--- config.mk ---
export PLATFORM = sky130hd
export DESIGN_NAME = base32_stream_decoder_unit
export DESIGN_NICKNAME = d
export VERILOG_FILES = /design/src/rtl/core/b32d_pkg.sv /design/src/rtl/core/base32_stream_decoder_unit.sv /design/src/rtl/core/b32d_front.sv /design/src/rtl/core/b32d_job_fifo.sv /design/src/rtl/core/b32d_back.sv
export SDC_FILE = /design/constraint.sdc
export NUM_CORES = 1
export LEC_CHECK = 0
export ABC_AREA = 1
export BUFFER_PORTS_ARGS = -buffer_cell sky130_fd_sc_hd__buf_2
export CELL_PAD_IN_SITES_DETAIL_PLACEMENT = 2
export CELL_PAD_IN_SITES_GLOBAL_PLACEMENT = 2
export CORE_MARGIN = 1.5
export CORE_UTILIZATION = 38
export DETAILED_ROUTE_END_ITERATION = 12
export PLACE_DENSITY_LB_ADDON = 0.25
export SLEW_MARGIN = 20
export SYNTH_ARGS = -nofsm -noshare
export SYNTH_HDL_FRONTEND = slang
export SYNTH_SLANG_ARGS = --single-unit
--- constraint.sdc ---
create_clock -name clk -period 6.4 [get_ports clk]
set_clock_uncertainty 0.2 [all_clocks]
set_input_delay 0 -clock clk [delete_from_list [all_inputs] [get_ports clk]]
set_output_delay 0 -clock clk [all_outputs]
set_load 0.005 [all_outputs]
--- src/rtl/core/b32d_pkg.sv ---
`default_nettype none
// ----------------------------------------------------------------------------
// b32d_pkg
// Shared types, constants and character helpers for the base32 stream decoder.
// ----------------------------------------------------------------------------
package b32d_pkg;

  localparam int GROUP_W    = 40;
  localparam int GROUP_SLOTS = 8;
  localparam int SYM_W      = 5;
  localparam int JOB_DEPTH  = 4;
  localparam int JOB_AW     = $clog2(JOB_DEPTH);

  localparam logic [7:0] CHAR_LOWER_A = 8'h61;
  localparam logic [7:0] CHAR_LOWER_Z = 8'h7a;
  localparam logic [7:0] CASE_OFFSET  = 8'h20;
  localparam logic [7:0] CHAR_UPPER_A = 8'h41;
  localparam logic [7:0] CHAR_UPPER_Z = 8'h5a;
  localparam logic [7:0] CHAR_TWO     = 8'h32;
  localparam logic [7:0] CHAR_SEVEN   = 8'h37;
  localparam logic [7:0] CHAR_ONE     = 8'h31;
  localparam logic [7:0] CHAR_PAD     = 8'h3d;
  localparam logic [4:0] DIGIT_BASE   = 5'd26;
  localparam logic [4:0] ONE_AS_I     = 5'd8;

  typedef struct packed {
    logic [7:0] char_code;
    logic       end_of_string;
  } in_beat_t;

  typedef struct packed {
    logic [7:0] data_byte;
    logic       group_last;
    logic       string_done;
    logic       bad_char;
  } out_beat_t;

  typedef struct packed {
    logic [GROUP_W-1:0] bits;
    logic [2:0]         byte_cnt;
    logic               eos;
    logic               err;
  } job_t;

  typedef struct packed {
    logic       ok;
    logic       pad;
    logic [4:0] val;
  } char_class_t;

  function automatic char_class_t classify_char(input logic [7:0] c);
    logic [7:0]  u;
    char_class_t r;
    u = (c >= CHAR_LOWER_A && c <= CHAR_LOWER_Z) ? c - CASE_OFFSET : c;
    r = '{ok: 1'b1, pad: 1'b0, val: 5'd0};
    if (u >= CHAR_UPPER_A && u <= CHAR_UPPER_Z) begin
      r.val = 5'(u - CHAR_UPPER_A);
    end else if (u >= CHAR_TWO && u <= CHAR_SEVEN) begin
      r.val = 5'(u - CHAR_TWO) + DIGIT_BASE;
    end else if (u == CHAR_PAD) begin
      r.pad = 1'b1;
    end else if (u == CHAR_ONE) begin
      r.val = ONE_AS_I;
    end else begin
      r.ok = 1'b0;
    end
    return r;
  endfunction

  function automatic logic [2:0] byte_count(input logic [3:0] idx);
    logic [2:0] n;
    unique case (idx)
      4'd1, 4'd2: n = 3'd1;
      4'd3, 4'd4: n = 3'd2;
      4'd5:       n = 3'd3;
      4'd6, 4'd7: n = 3'd4;
      default:    n = 3'd5;
    endcase
    return n;
  endfunction

endpackage
`default_nettype wire

--- src/rtl/core/base32_stream_decoder_unit.sv ---
`default_nettype none
// ----------------------------------------------------------------------------
// base32_stream_decoder_unit
// Streaming base32 decoder: one character in per beat, decoded bytes out.
// ----------------------------------------------------------------------------
// The decoder accepts one character per clock cycle. Each group of eight
// characters, or the shorter group closed by the end-of-string flag, becomes a
// job in a four-entry queue; the output side then delivers that group's one to
// five bytes at one byte per cycle while the consumer pops. A job enters the
// queue in the same cycle its closing character is accepted, and its first byte
// reaches the output through the queue memory and the back's job register when
// the output side is free. Input is held off only while the queue is full. A
// group never yields more bytes than it has characters, so this happens only
// when the consumer stalls. A string with an invalid character ends with a
// single beat that has bad_char set, and its earlier bytes are to be discarded.
module base32_stream_decoder_unit (
  input  wire                  clk,
  input  wire                  rst_n,
  input  wire                  in_push,
  output logic                 in_full,
  input  b32d_pkg::in_beat_t   in_beat,
  output logic                 out_empty,
  input  wire                  out_pop,
  output b32d_pkg::out_beat_t  out_beat
);
  import b32d_pkg::*;

  job_t wr_job;
  job_t rd_job;
  logic job_push;
  logic job_pop;
  logic job_full;
  logic job_empty;

  b32d_front u_front (
    .clk      (clk),
    .rst_n    (rst_n),
    .in_push  (in_push),
    .in_beat  (in_beat),
    .job_full (job_full),
    .in_full  (in_full),
    .job_push (job_push),
    .job      (wr_job)
  );

  b32d_job_fifo u_fifo (
    .clk   (clk),
    .rst_n (rst_n),
    .push  (job_push),
    .wdata (wr_job),
    .pop   (job_pop),
    .full  (job_full),
    .empty (job_empty),
    .rdata (rd_job)
  );

  b32d_back u_back (
    .clk       (clk),
    .rst_n     (rst_n),
    .job_empty (job_empty),
    .job       (rd_job),
    .job_pop   (job_pop),
    .out_pop   (out_pop),
    .out_empty (out_empty),
    .out_beat  (out_beat)
  );

endmodule
`default_nettype wire

--- src/rtl/core/b32d_front.sv ---
`default_nettype none
// ----------------------------------------------------------------------------
// b32d_front
// Classifies characters, builds the 40-bit group and queues one job per group.
// ----------------------------------------------------------------------------
module b32d_front (
  input  wire                 clk,
  input  wire                 rst_n,
  input  wire                 in_push,
  input  b32d_pkg::in_beat_t  in_beat,
  input  wire                 job_full,
  output logic                in_full,
  output logic                job_push,
  output b32d_pkg::job_t      job
);
  import b32d_pkg::*;

  logic [GROUP_W-1:0] group_r;
  logic [2:0]         count_r;
  logic [2:0]         pad_pos_r;
  logic               err_r;

  char_class_t        cls;
  logic               accept;
  logic               err_nxt;
  logic [2:0]         pad_pos_nxt;
  logic [GROUP_W-1:0] slot_bits;
  logic [GROUP_W-1:0] group_nxt;
  logic               complete;
  logic [2:0]         n_bytes;

  always_comb begin
    cls         = classify_char(in_beat.char_code);
    accept      = in_push && !job_full;
    err_nxt     = err_r || !cls.ok;
    pad_pos_nxt = (cls.pad && pad_pos_r == 3'd0) ? count_r : pad_pos_r;
    slot_bits   = '0;
    for (int s = 0; s < GROUP_SLOTS; s++) begin
      if (count_r == 3'(s)) begin
        slot_bits[GROUP_W-1-SYM_W*s -: SYM_W] = cls.val;
      end
    end
    group_nxt = err_nxt ? group_r : (group_r | slot_bits);
    complete  = (count_r == 3'd7) || in_beat.end_of_string;
    n_bytes   = (count_r == 3'd7) ? byte_count({1'b0, pad_pos_nxt})
                                  : byte_count({1'b0, count_r} + 4'd1);
    job_push  = accept && complete && (!err_nxt || in_beat.end_of_string);
    if (err_nxt) begin
      job = '{bits: '0, byte_cnt: 3'd1, eos: 1'b1, err: 1'b1};
    end else begin
      job = '{bits: group_nxt, byte_cnt: n_bytes, eos: in_beat.end_of_string, err: 1'b0};
    end
  end

  assign in_full = job_full;

  always_ff @(posedge clk) begin
    if (!rst_n) begin
      group_r   <= '0;
      count_r   <= '0;
      pad_pos_r <= '0;
      err_r     <= 1'b0;
    end else if (accept) begin
      if (complete) begin
        group_r   <= '0;
        count_r   <= '0;
        pad_pos_r <= '0;
        err_r     <= in_beat.end_of_string ? 1'b0 : err_nxt;
      end else begin
        group_r   <= group_nxt;
        count_r   <= count_r + 3'd1;
        pad_pos_r <= pad_pos_nxt;
        err_r     <= err_nxt;
      end
    end
  end

endmodule
`default_nettype wire

--- src/rtl/core/b32d_job_fifo.sv ---
`default_nettype none
// ----------------------------------------------------------------------------
// b32d_job_fifo
// Short queue of group jobs between the front and the back.
// ----------------------------------------------------------------------------
module b32d_job_fifo (
  input  wire             clk,
  input  wire             rst_n,
  input  wire             push,
  input  b32d_pkg::job_t  wdata,
  input  wire             pop,
  output logic            full,
  output logic            empty,
  output b32d_pkg::job_t  rdata
);
  import b32d_pkg::*;

  job_t              mem_r [JOB_DEPTH];
  logic [JOB_AW-1:0] wr_ptr_r;
  logic [JOB_AW-1:0] rd_ptr_r;
  logic [JOB_AW:0]   count_r;
  logic              do_push;
  logic              do_pop;

  assign full    = (count_r == (JOB_AW+1)'(JOB_DEPTH));
  assign empty   = (count_r == '0);
  assign do_push = push && !full;
  assign do_pop  = pop && !empty;
  assign rdata   = mem_r[rd_ptr_r];

  always_ff @(posedge clk) begin
    if (do_push) begin
      mem_r[wr_ptr_r] <= wdata;
    end
  end

  always_ff @(posedge clk) begin
    if (!rst_n) begin
      wr_ptr_r <= '0;
      rd_ptr_r <= '0;
      count_r  <= '0;
    end else begin
      if (do_push) begin
        wr_ptr_r <= wr_ptr_r + 1'b1;
      end
      if (do_pop) begin
        rd_ptr_r <= rd_ptr_r + 1'b1;
      end
      if (do_push && !do_pop) begin
        count_r <= count_r + 1'b1;
      end else if (do_pop && !do_push) begin
        count_r <= count_r - 1'b1;
      end
    end
  end

endmodule
`default_nettype wire

--- src/rtl/core/b32d_back.sv ---
`default_nettype none
// ----------------------------------------------------------------------------
// b32d_back
// Holds one job and hands out its bytes, most significant first, one per beat.
// ----------------------------------------------------------------------------
module b32d_back (
  input  wire                  clk,
  input  wire                  rst_n,
  input  wire                  job_empty,
  input  b32d_pkg::job_t       job,
  output logic                 job_pop,
  input  wire                  out_pop,
  output logic                 out_empty,
  output b32d_pkg::out_beat_t  out_beat
);
  import b32d_pkg::*;

  job_t       job_r;
  logic       valid_r;
  logic [2:0] idx_r;
  logic       last;
  logic       take;
  logic [7:0] byte_sel;

  always_comb begin
    last = (idx_r + 3'd1 == job_r.byte_cnt);
    take = !valid_r || (out_pop && last);
    case (idx_r)
      3'd0:    byte_sel = job_r.bits[39:32];
      3'd1:    byte_sel = job_r.bits[31:24];
      3'd2:    byte_sel = job_r.bits[23:16];
      3'd3:    byte_sel = job_r.bits[15:8];
      3'd4:    byte_sel = job_r.bits[7:0];
      default: byte_sel = 8'd0;
    endcase
    out_beat = '{data_byte: byte_sel, group_last: last, string_done: last && job_r.eos,
                 bad_char: job_r.err};
  end

  assign job_pop   = take && !job_empty;
  assign out_empty = !valid_r;

  always_ff @(posedge clk) begin
    if (take) begin
      job_r <= job;
    end
  end

  always_ff @(posedge clk) begin
    if (!rst_n) begin
      valid_r <= 1'b0;
      idx_r   <= '0;
    end else if (take) begin
      valid_r <= !job_empty;
      idx_r   <= '0;
    end else if (out_pop) begin
      idx_r <= idx_r + 3'd1;
    end
  end

endmodule
`default_nettype wire

# Yosys cells after proc, flatten, opt, wreduce, memory -nomap -nowiden
# Memory sizes are Yosys's and may differ from the RTL's. A register that Yosys moved wholly into a read port is not among the register bits.
# Index checks and enable logic that the tools add are counted.
[op_classes]
add_sub_neg = 11
order_cmp = 6
eq_ne = 29
muxes = 34
n_bitwise = 2
n_reduce_logical = 37
[op_table]
columns = ["op", "n"]
rows = [
  ["$mux 40", 2],
  ["$mux 5", 11],
  ["$mux 45", 1],
  ["$or 40x40->40", 1],
  ["$pmux 8 s5", 1],
  ["$eq 3x3->1 const B", 10],
  ["$pmux 3 s4", 2],
  ["$eq 3x2->1 const B", 6],
  ["$mux 3", 6],
  ["$eq 4x3->1 const B", 4],
  ["$eq 8x6->1 const B", 2],
  ["$ge 8x7->1 const B", 2],
  ["$le 8x7->1 const B", 2],
  ["$logic_and 1x1->1", 14],
  ["$reduce_or 2->1", 7],
  ["$logic_not 3->1", 4],
  ["$add 3x1->3 const B", 3],
  ["$eq 3x1->1 const B", 3],
  ["$eq 4x2->1 const B", 2],
  ["$ge 8x6->1 const B", 1],
  ["$le 8x6->1 const B", 1],
  ["$mux 8", 1],
  ["$sub 8x6->8 const B", 1],
  ["$logic_not 1->1", 7],
  ["14 further kinds", 25],
]
[word_totals]
reg_bits = 58
ramBits = 180
input_bits = 13
out_inout_bits = 13
wordCells = 129
mem_count = 1
[memory_table]
columns = ["memory", "words", "word_bits", "rd", "rd_clocked_by_memory_dff", "wr", "line", "rtl"]
rows = [
  ["u_fifo.mem_r", 4, 45, 1, 1, 1, "b32d_job_fifo.sv:18", "job_t mem_r [JOB_DEPTH];"],
]

# Logic depth before layout (Yosys ltp)
[depth]
depth_word = 18
ltp_mapped = 23

# Cells and area by module
# A second synthesis with hierarchy kept.
[unflattened]
cells_unflattened = 1150
area_unflattened_um2 = 12346.8
[by_module_without_submodules]
columns = ["mod", "instances", "cells_each", "area_each_um2", "seq_area_each_um2"]
rows = [
  ["b32d_job_fifo", 1, 505, 7298.2, 5585.4],
  ["b32d_front", 1, 490, 3071.7, 940.9],
  ["b32d_back", 1, 155, 1976.9, 1431.4],
]

# Worst setup path before layout
# No wires, ideal clock.
[synth_timing]
path_type = "reg-to-reg"
startpoint = "register u_back.idx_r[0]"
endpoint = "register u_fifo.count_r[1]"
arrival_ps = 5738
required_ps = 6084
slack_ps = 346
path_stages_with_launch = 14
n_path_buf = 0
period_less_slack_ps = 6054
path_cell_list = "dfxtp_1 -> ha_1 -> ha_1 -> xor2_1 -> nand3_1 -> o21ai_0 -> inv_1 -> nor2_1 -> inv_1 -> ha_1 -> inv_1 -> fa_1 -> o21ai_0 -> nor2_1"
[synth_between]
elab_chain_len = 9
word_cells_on_any_way = 11
[synth_lines]
columns = ["item", "line", "rtl"]
rows = [
  ["start: declaration", "b32d_back.sv:20", "logic [2:0] idx_r;"],
  ["start signal: assignment", "b32d_back.sv:57", "idx_r <= idx_r + 3'd1;"],
  ["$add 3x1->3 *", "b32d_back.sv:26", "last = (idx_r + 3'd1 == job_r.byte_cnt);"],
  ["$eq 3x3->1 *", "b32d_back.sv:26", ""],
  ["$logic_and 1x1->1 *", "b32d_back.sv:27", "take = !valid_r || (out_pop && last);"],
  ["$logic_or 1x1->1 *", "b32d_back.sv:27", ""],
  ["via u_back.take", "b32d_back.sv:22", "logic take;"],
  ["$logic_and 1x1->1 *", "b32d_back.sv:40", "assign job_pop = take && !job_empty;"],
  ["$logic_and 1x1->1 *", "b32d_job_fifo.sv:28", "assign do_pop = pop && !empty;"],
  ["$logic_not 1->1", "b32d_job_fifo.sv:49", "if (do_push && !do_pop) begin"],
  ["$logic_and 1x1->1", "b32d_job_fifo.sv:49", ""],
  ["$mux 3 / $reduce_bool 2->1 (equally long branches)", "--", ""],
  ["end signal: assignment", "b32d_job_fifo.sv:50", "count_r <= count_r + 1'b1;"],
  ["end signal: assignment", "b32d_job_fifo.sv:52", "count_r <= count_r - 1'b1;"],
  ["end: declaration", "b32d_job_fifo.sv:21", "logic [JOB_AW:0] count_r;"],
]
# Mark *: on every way through the listed nets, which the timed path passes. The rest lies on a longest branch.
# A chain may end at the register's enable or synchronous reset.

# Worst setup path after layout
# Same ends and word-level chain as after synthesis.

==> results_dict.tcl <==
set metrics [dict create \
    status "complete, no violations" \
    synth_most_common_cell "edfxtp_1" \
    multi_input_area_um2 3291 \
    power_mw 5.015 \
    ys_seq_area_share_pct 66.60 \
    worstSetupPathType "flip-flop to flip-flop" \
    wire_per_inst_um 23.09 \
    coreArea_um2 30670 \
    met1Wirelength_um 16190 \
    worstPathMaxFanout 47 \
    leakage_nw 5.023 \
    clock_sinks 283 \
    setup_violations 0 \
    vias 8193 \
    fin_cells 1543 \
    max_slew_margin_pct 35.34 \
    setup_ws_ps 2676 \
    clock_latency_ps 560 \
    yosys.area.top_type_share_pct 56.84 \
    clk_pin_slew_ps 60 \
    regArea_um2 7919 \
    grt_setup_unrepaired "no" \
    detailroute.wirelength.met2_um 17850 \
    dieArea_um2 32350 \
    ir_drop_uv 197.1 \
    synthTopCellsByCount "edfxtp_1, nor2_1, inv_1" \
    drc 0 \
    topRoutingLayerUsed "met4" \
    required_ps 6640 \
    hp-class "input port to flip-flop" \
    dp_slack_ps 2309 \
    grt.total_usage_pct 22.11 \
    die_w_um 179.9 \
    holdWs_ps 37.55 \
    stdcell_area_um2 13370 \
    yosys-top-cells-area "edfxtp_1, dfxtp_1, o21ai_0" \
    synth_largest_area_cell "edfxtp_1" \
    fmax_mhz 268.6 \
    arrival_ps 3960 \
    viasPerCell 5.310 \
    start_kind "flip-flop" \
    place_area_um2 12400 \
    final_nets 1162 \
    first_iter_violations 523 \
    synth_flop_cell "edfxtp_1" \
    fin_crit_sh_pct 58.18 \
    routed_wl_um 35620 \
    yosys.cell_types.count 39 \
    ctsHtreeMaxLevel 1 \
    die_h_um 179.9 \
    fin_util_pct 43.60 \
    synthCells 1103 \
    end_kind "flip-flop" \
    netlist_area_um2 11890 \
    postRouteAntennaNets 0 \
    drive_gt1_share_pct 9.075 \
    synth_edf_count 225 \
    dr_wl_met3_um 991 \
    post_cts_buffers 0 \
    grt_pass1_wl_um 55270 \
    maxCapViolCount 0 \
    cts-root-buf "clkbuf_16" \
    cts.path.max_buffers 3 \
    area_growth_pct 12.47 \
    grt_max_degree 93 \
    cts-buffers-inserted 30 \
    hold_viol 0 \
    grt.overflow.total 0 \
    io_buffers 25 \
    async_flop_share_pct 0 \
    fin_crit_ps 3724 \
    cts_resized 0 \
    dpl.hpwl_um 23310 \
    placed_cells 1484 \
    max_slew.worst_pin.slew_ps 970.0 \
    ys_ff_latch 283 \
    initial_core_util_pct 38.76 \
    hold_buffers 5 \
    antenna_found_initial 2 \
    n_fill_cell 3215 \
    io_pins 26 \
    drv_slew 0 \
    powerDensity_nw_per_um2 375.1 \
    yosysWarningCount 0 \
    cts_tree "done" \
    rows 64 \
    synth_area_per_cell_um2 10.78 \
    place.gp.congestion 0.7430 \
    grt_pass1_vias 9134 \
    firstDrtPassIters 4 \
    final.setup.tns_ps 0 \
    synth_nets 1140 \
]
==> placed cells by master (no fill, tap or decap), types with 4 or more instances in the layout <==
| cell | instances |
|---|---|
| edfxtp_1 | 225 |
| nor2_1 | 151 |
| inv_1 | 126 |
| nand2_1 | 124 |
| o21ai_0 | 119 |
| a21oi_1 | 80 |
| dfxtp_1 | 57 |
| o22ai_1 | 45 |
| clkbuf_16 | 31 |
| o21ai_1 | 28 |
| buf_2 | 25 |
| ha_1 | 23 |
| nand3_1 | 14 |
| buf_4 | 11 |
| a221oi_1 | 8 |
| clkinv_2 | 6 |
| clkinv_1 | 6 |
| nor2_2 | 5 |
| nor2_4 | 5 |
| nor3_1 | 5 |
| clkbuf_1 | 5 |
| dlygate4sd3_1 | 5 |
| xor2_1 | 4 |
==> worst paths after layout <==
path,startpoint,end,slack [ps],depth (start not counted)
hold reg to reg,u_front.pad_pos_r[2]$_SDFFE_PN0P_,u_front.pad_pos_r[2]$_SDFFE_PN0P_,300,2
hold / removal,in_beat[3],u_front.pad_pos_r[1]$_SDFFE_PN0P_,40,7
setup / recovery,u_back.idx_r[0]$_SDFFE_PP0P_,u_fifo.count_r[1]$_SDFFE_PN0P_,2680,14
setup reg to reg,u_back.idx_r[0]$_SDFFE_PP0P_,u_fifo.count_r[1]$_SDFFE_PN0P_,2680,14
==> registers in the layout, indices dropped and copies added, names as in the netlist <==
name / flops
u_front.group_r: 40
u_back.idx_r: 3
u_fifo.wr_ptr_r: 2
u_front.pad_pos_r: 3
u_front.err_r: 1
u_front.count_r: 3
u_back.out_beat: 1
u_fifo.rd_ptr_r: 2
u_fifo.count_r: 3
u_back.job_r: 44
u_back.valid_r: 1
u_fifo.mem_r: 180
==> layout make-up <==
type                       instances  area share (%)
antenna                            1         0.01872
timing repair buffer              41           1.928
inverter                         129           3.622
multi-input combinational        640           24.61
clock inverter                    15          0.7393
sequential                       283           59.23
tap                              396           3.706
clock buffer                      38           6.148
==> metal layers <==
layer  vias to the layer above  GRT usage [%]
met5                         -              0
met4                         0          4.367
met1                      4194          29.61
met3                        48          2.472
met2                       105          38.82
li1                       3846              -
==> logic make-up (layout without fill, tap and decap cells) <==
family | Yosys count | count (layout) | synth area share, %
flip-flops | 283 | 283 | 66.60
other | 0 | 1 | 0
XOR/XNOR | 6 | 6 | 0.4421
AO/OA/AOI/OAI | 299 | 299 | 13.80
buffers and inverters | 180 | 223 | 6.063
adder cells (fa/ha/maj) | 24 | 24 | 2.589
AND/OR/NAND/NOR | 311 | 311 | 10.50
==> report_power, final <==
part           switching [mW]  internal [mW]  leakage (nW)
sequential             0.0931           2.25          2.67
clock                   0.723          0.940         0.454
combinational           0.748          0.261          1.90
==> critical path, stage by stage, from the launching register on <==
cell and delay, ps:
dfxtp_1 450, inv_1 130, ha_1 350, xnor2_1 180
nand3_1 210, o21ai_4 170, buf_4 520, inv_1 150
nor2_1 190, inv_1 110, ha_1 200, inv_1 100
fa_1 420, o21ai_0 170, nor2_1 70
(Power assumes the default switching activity.)
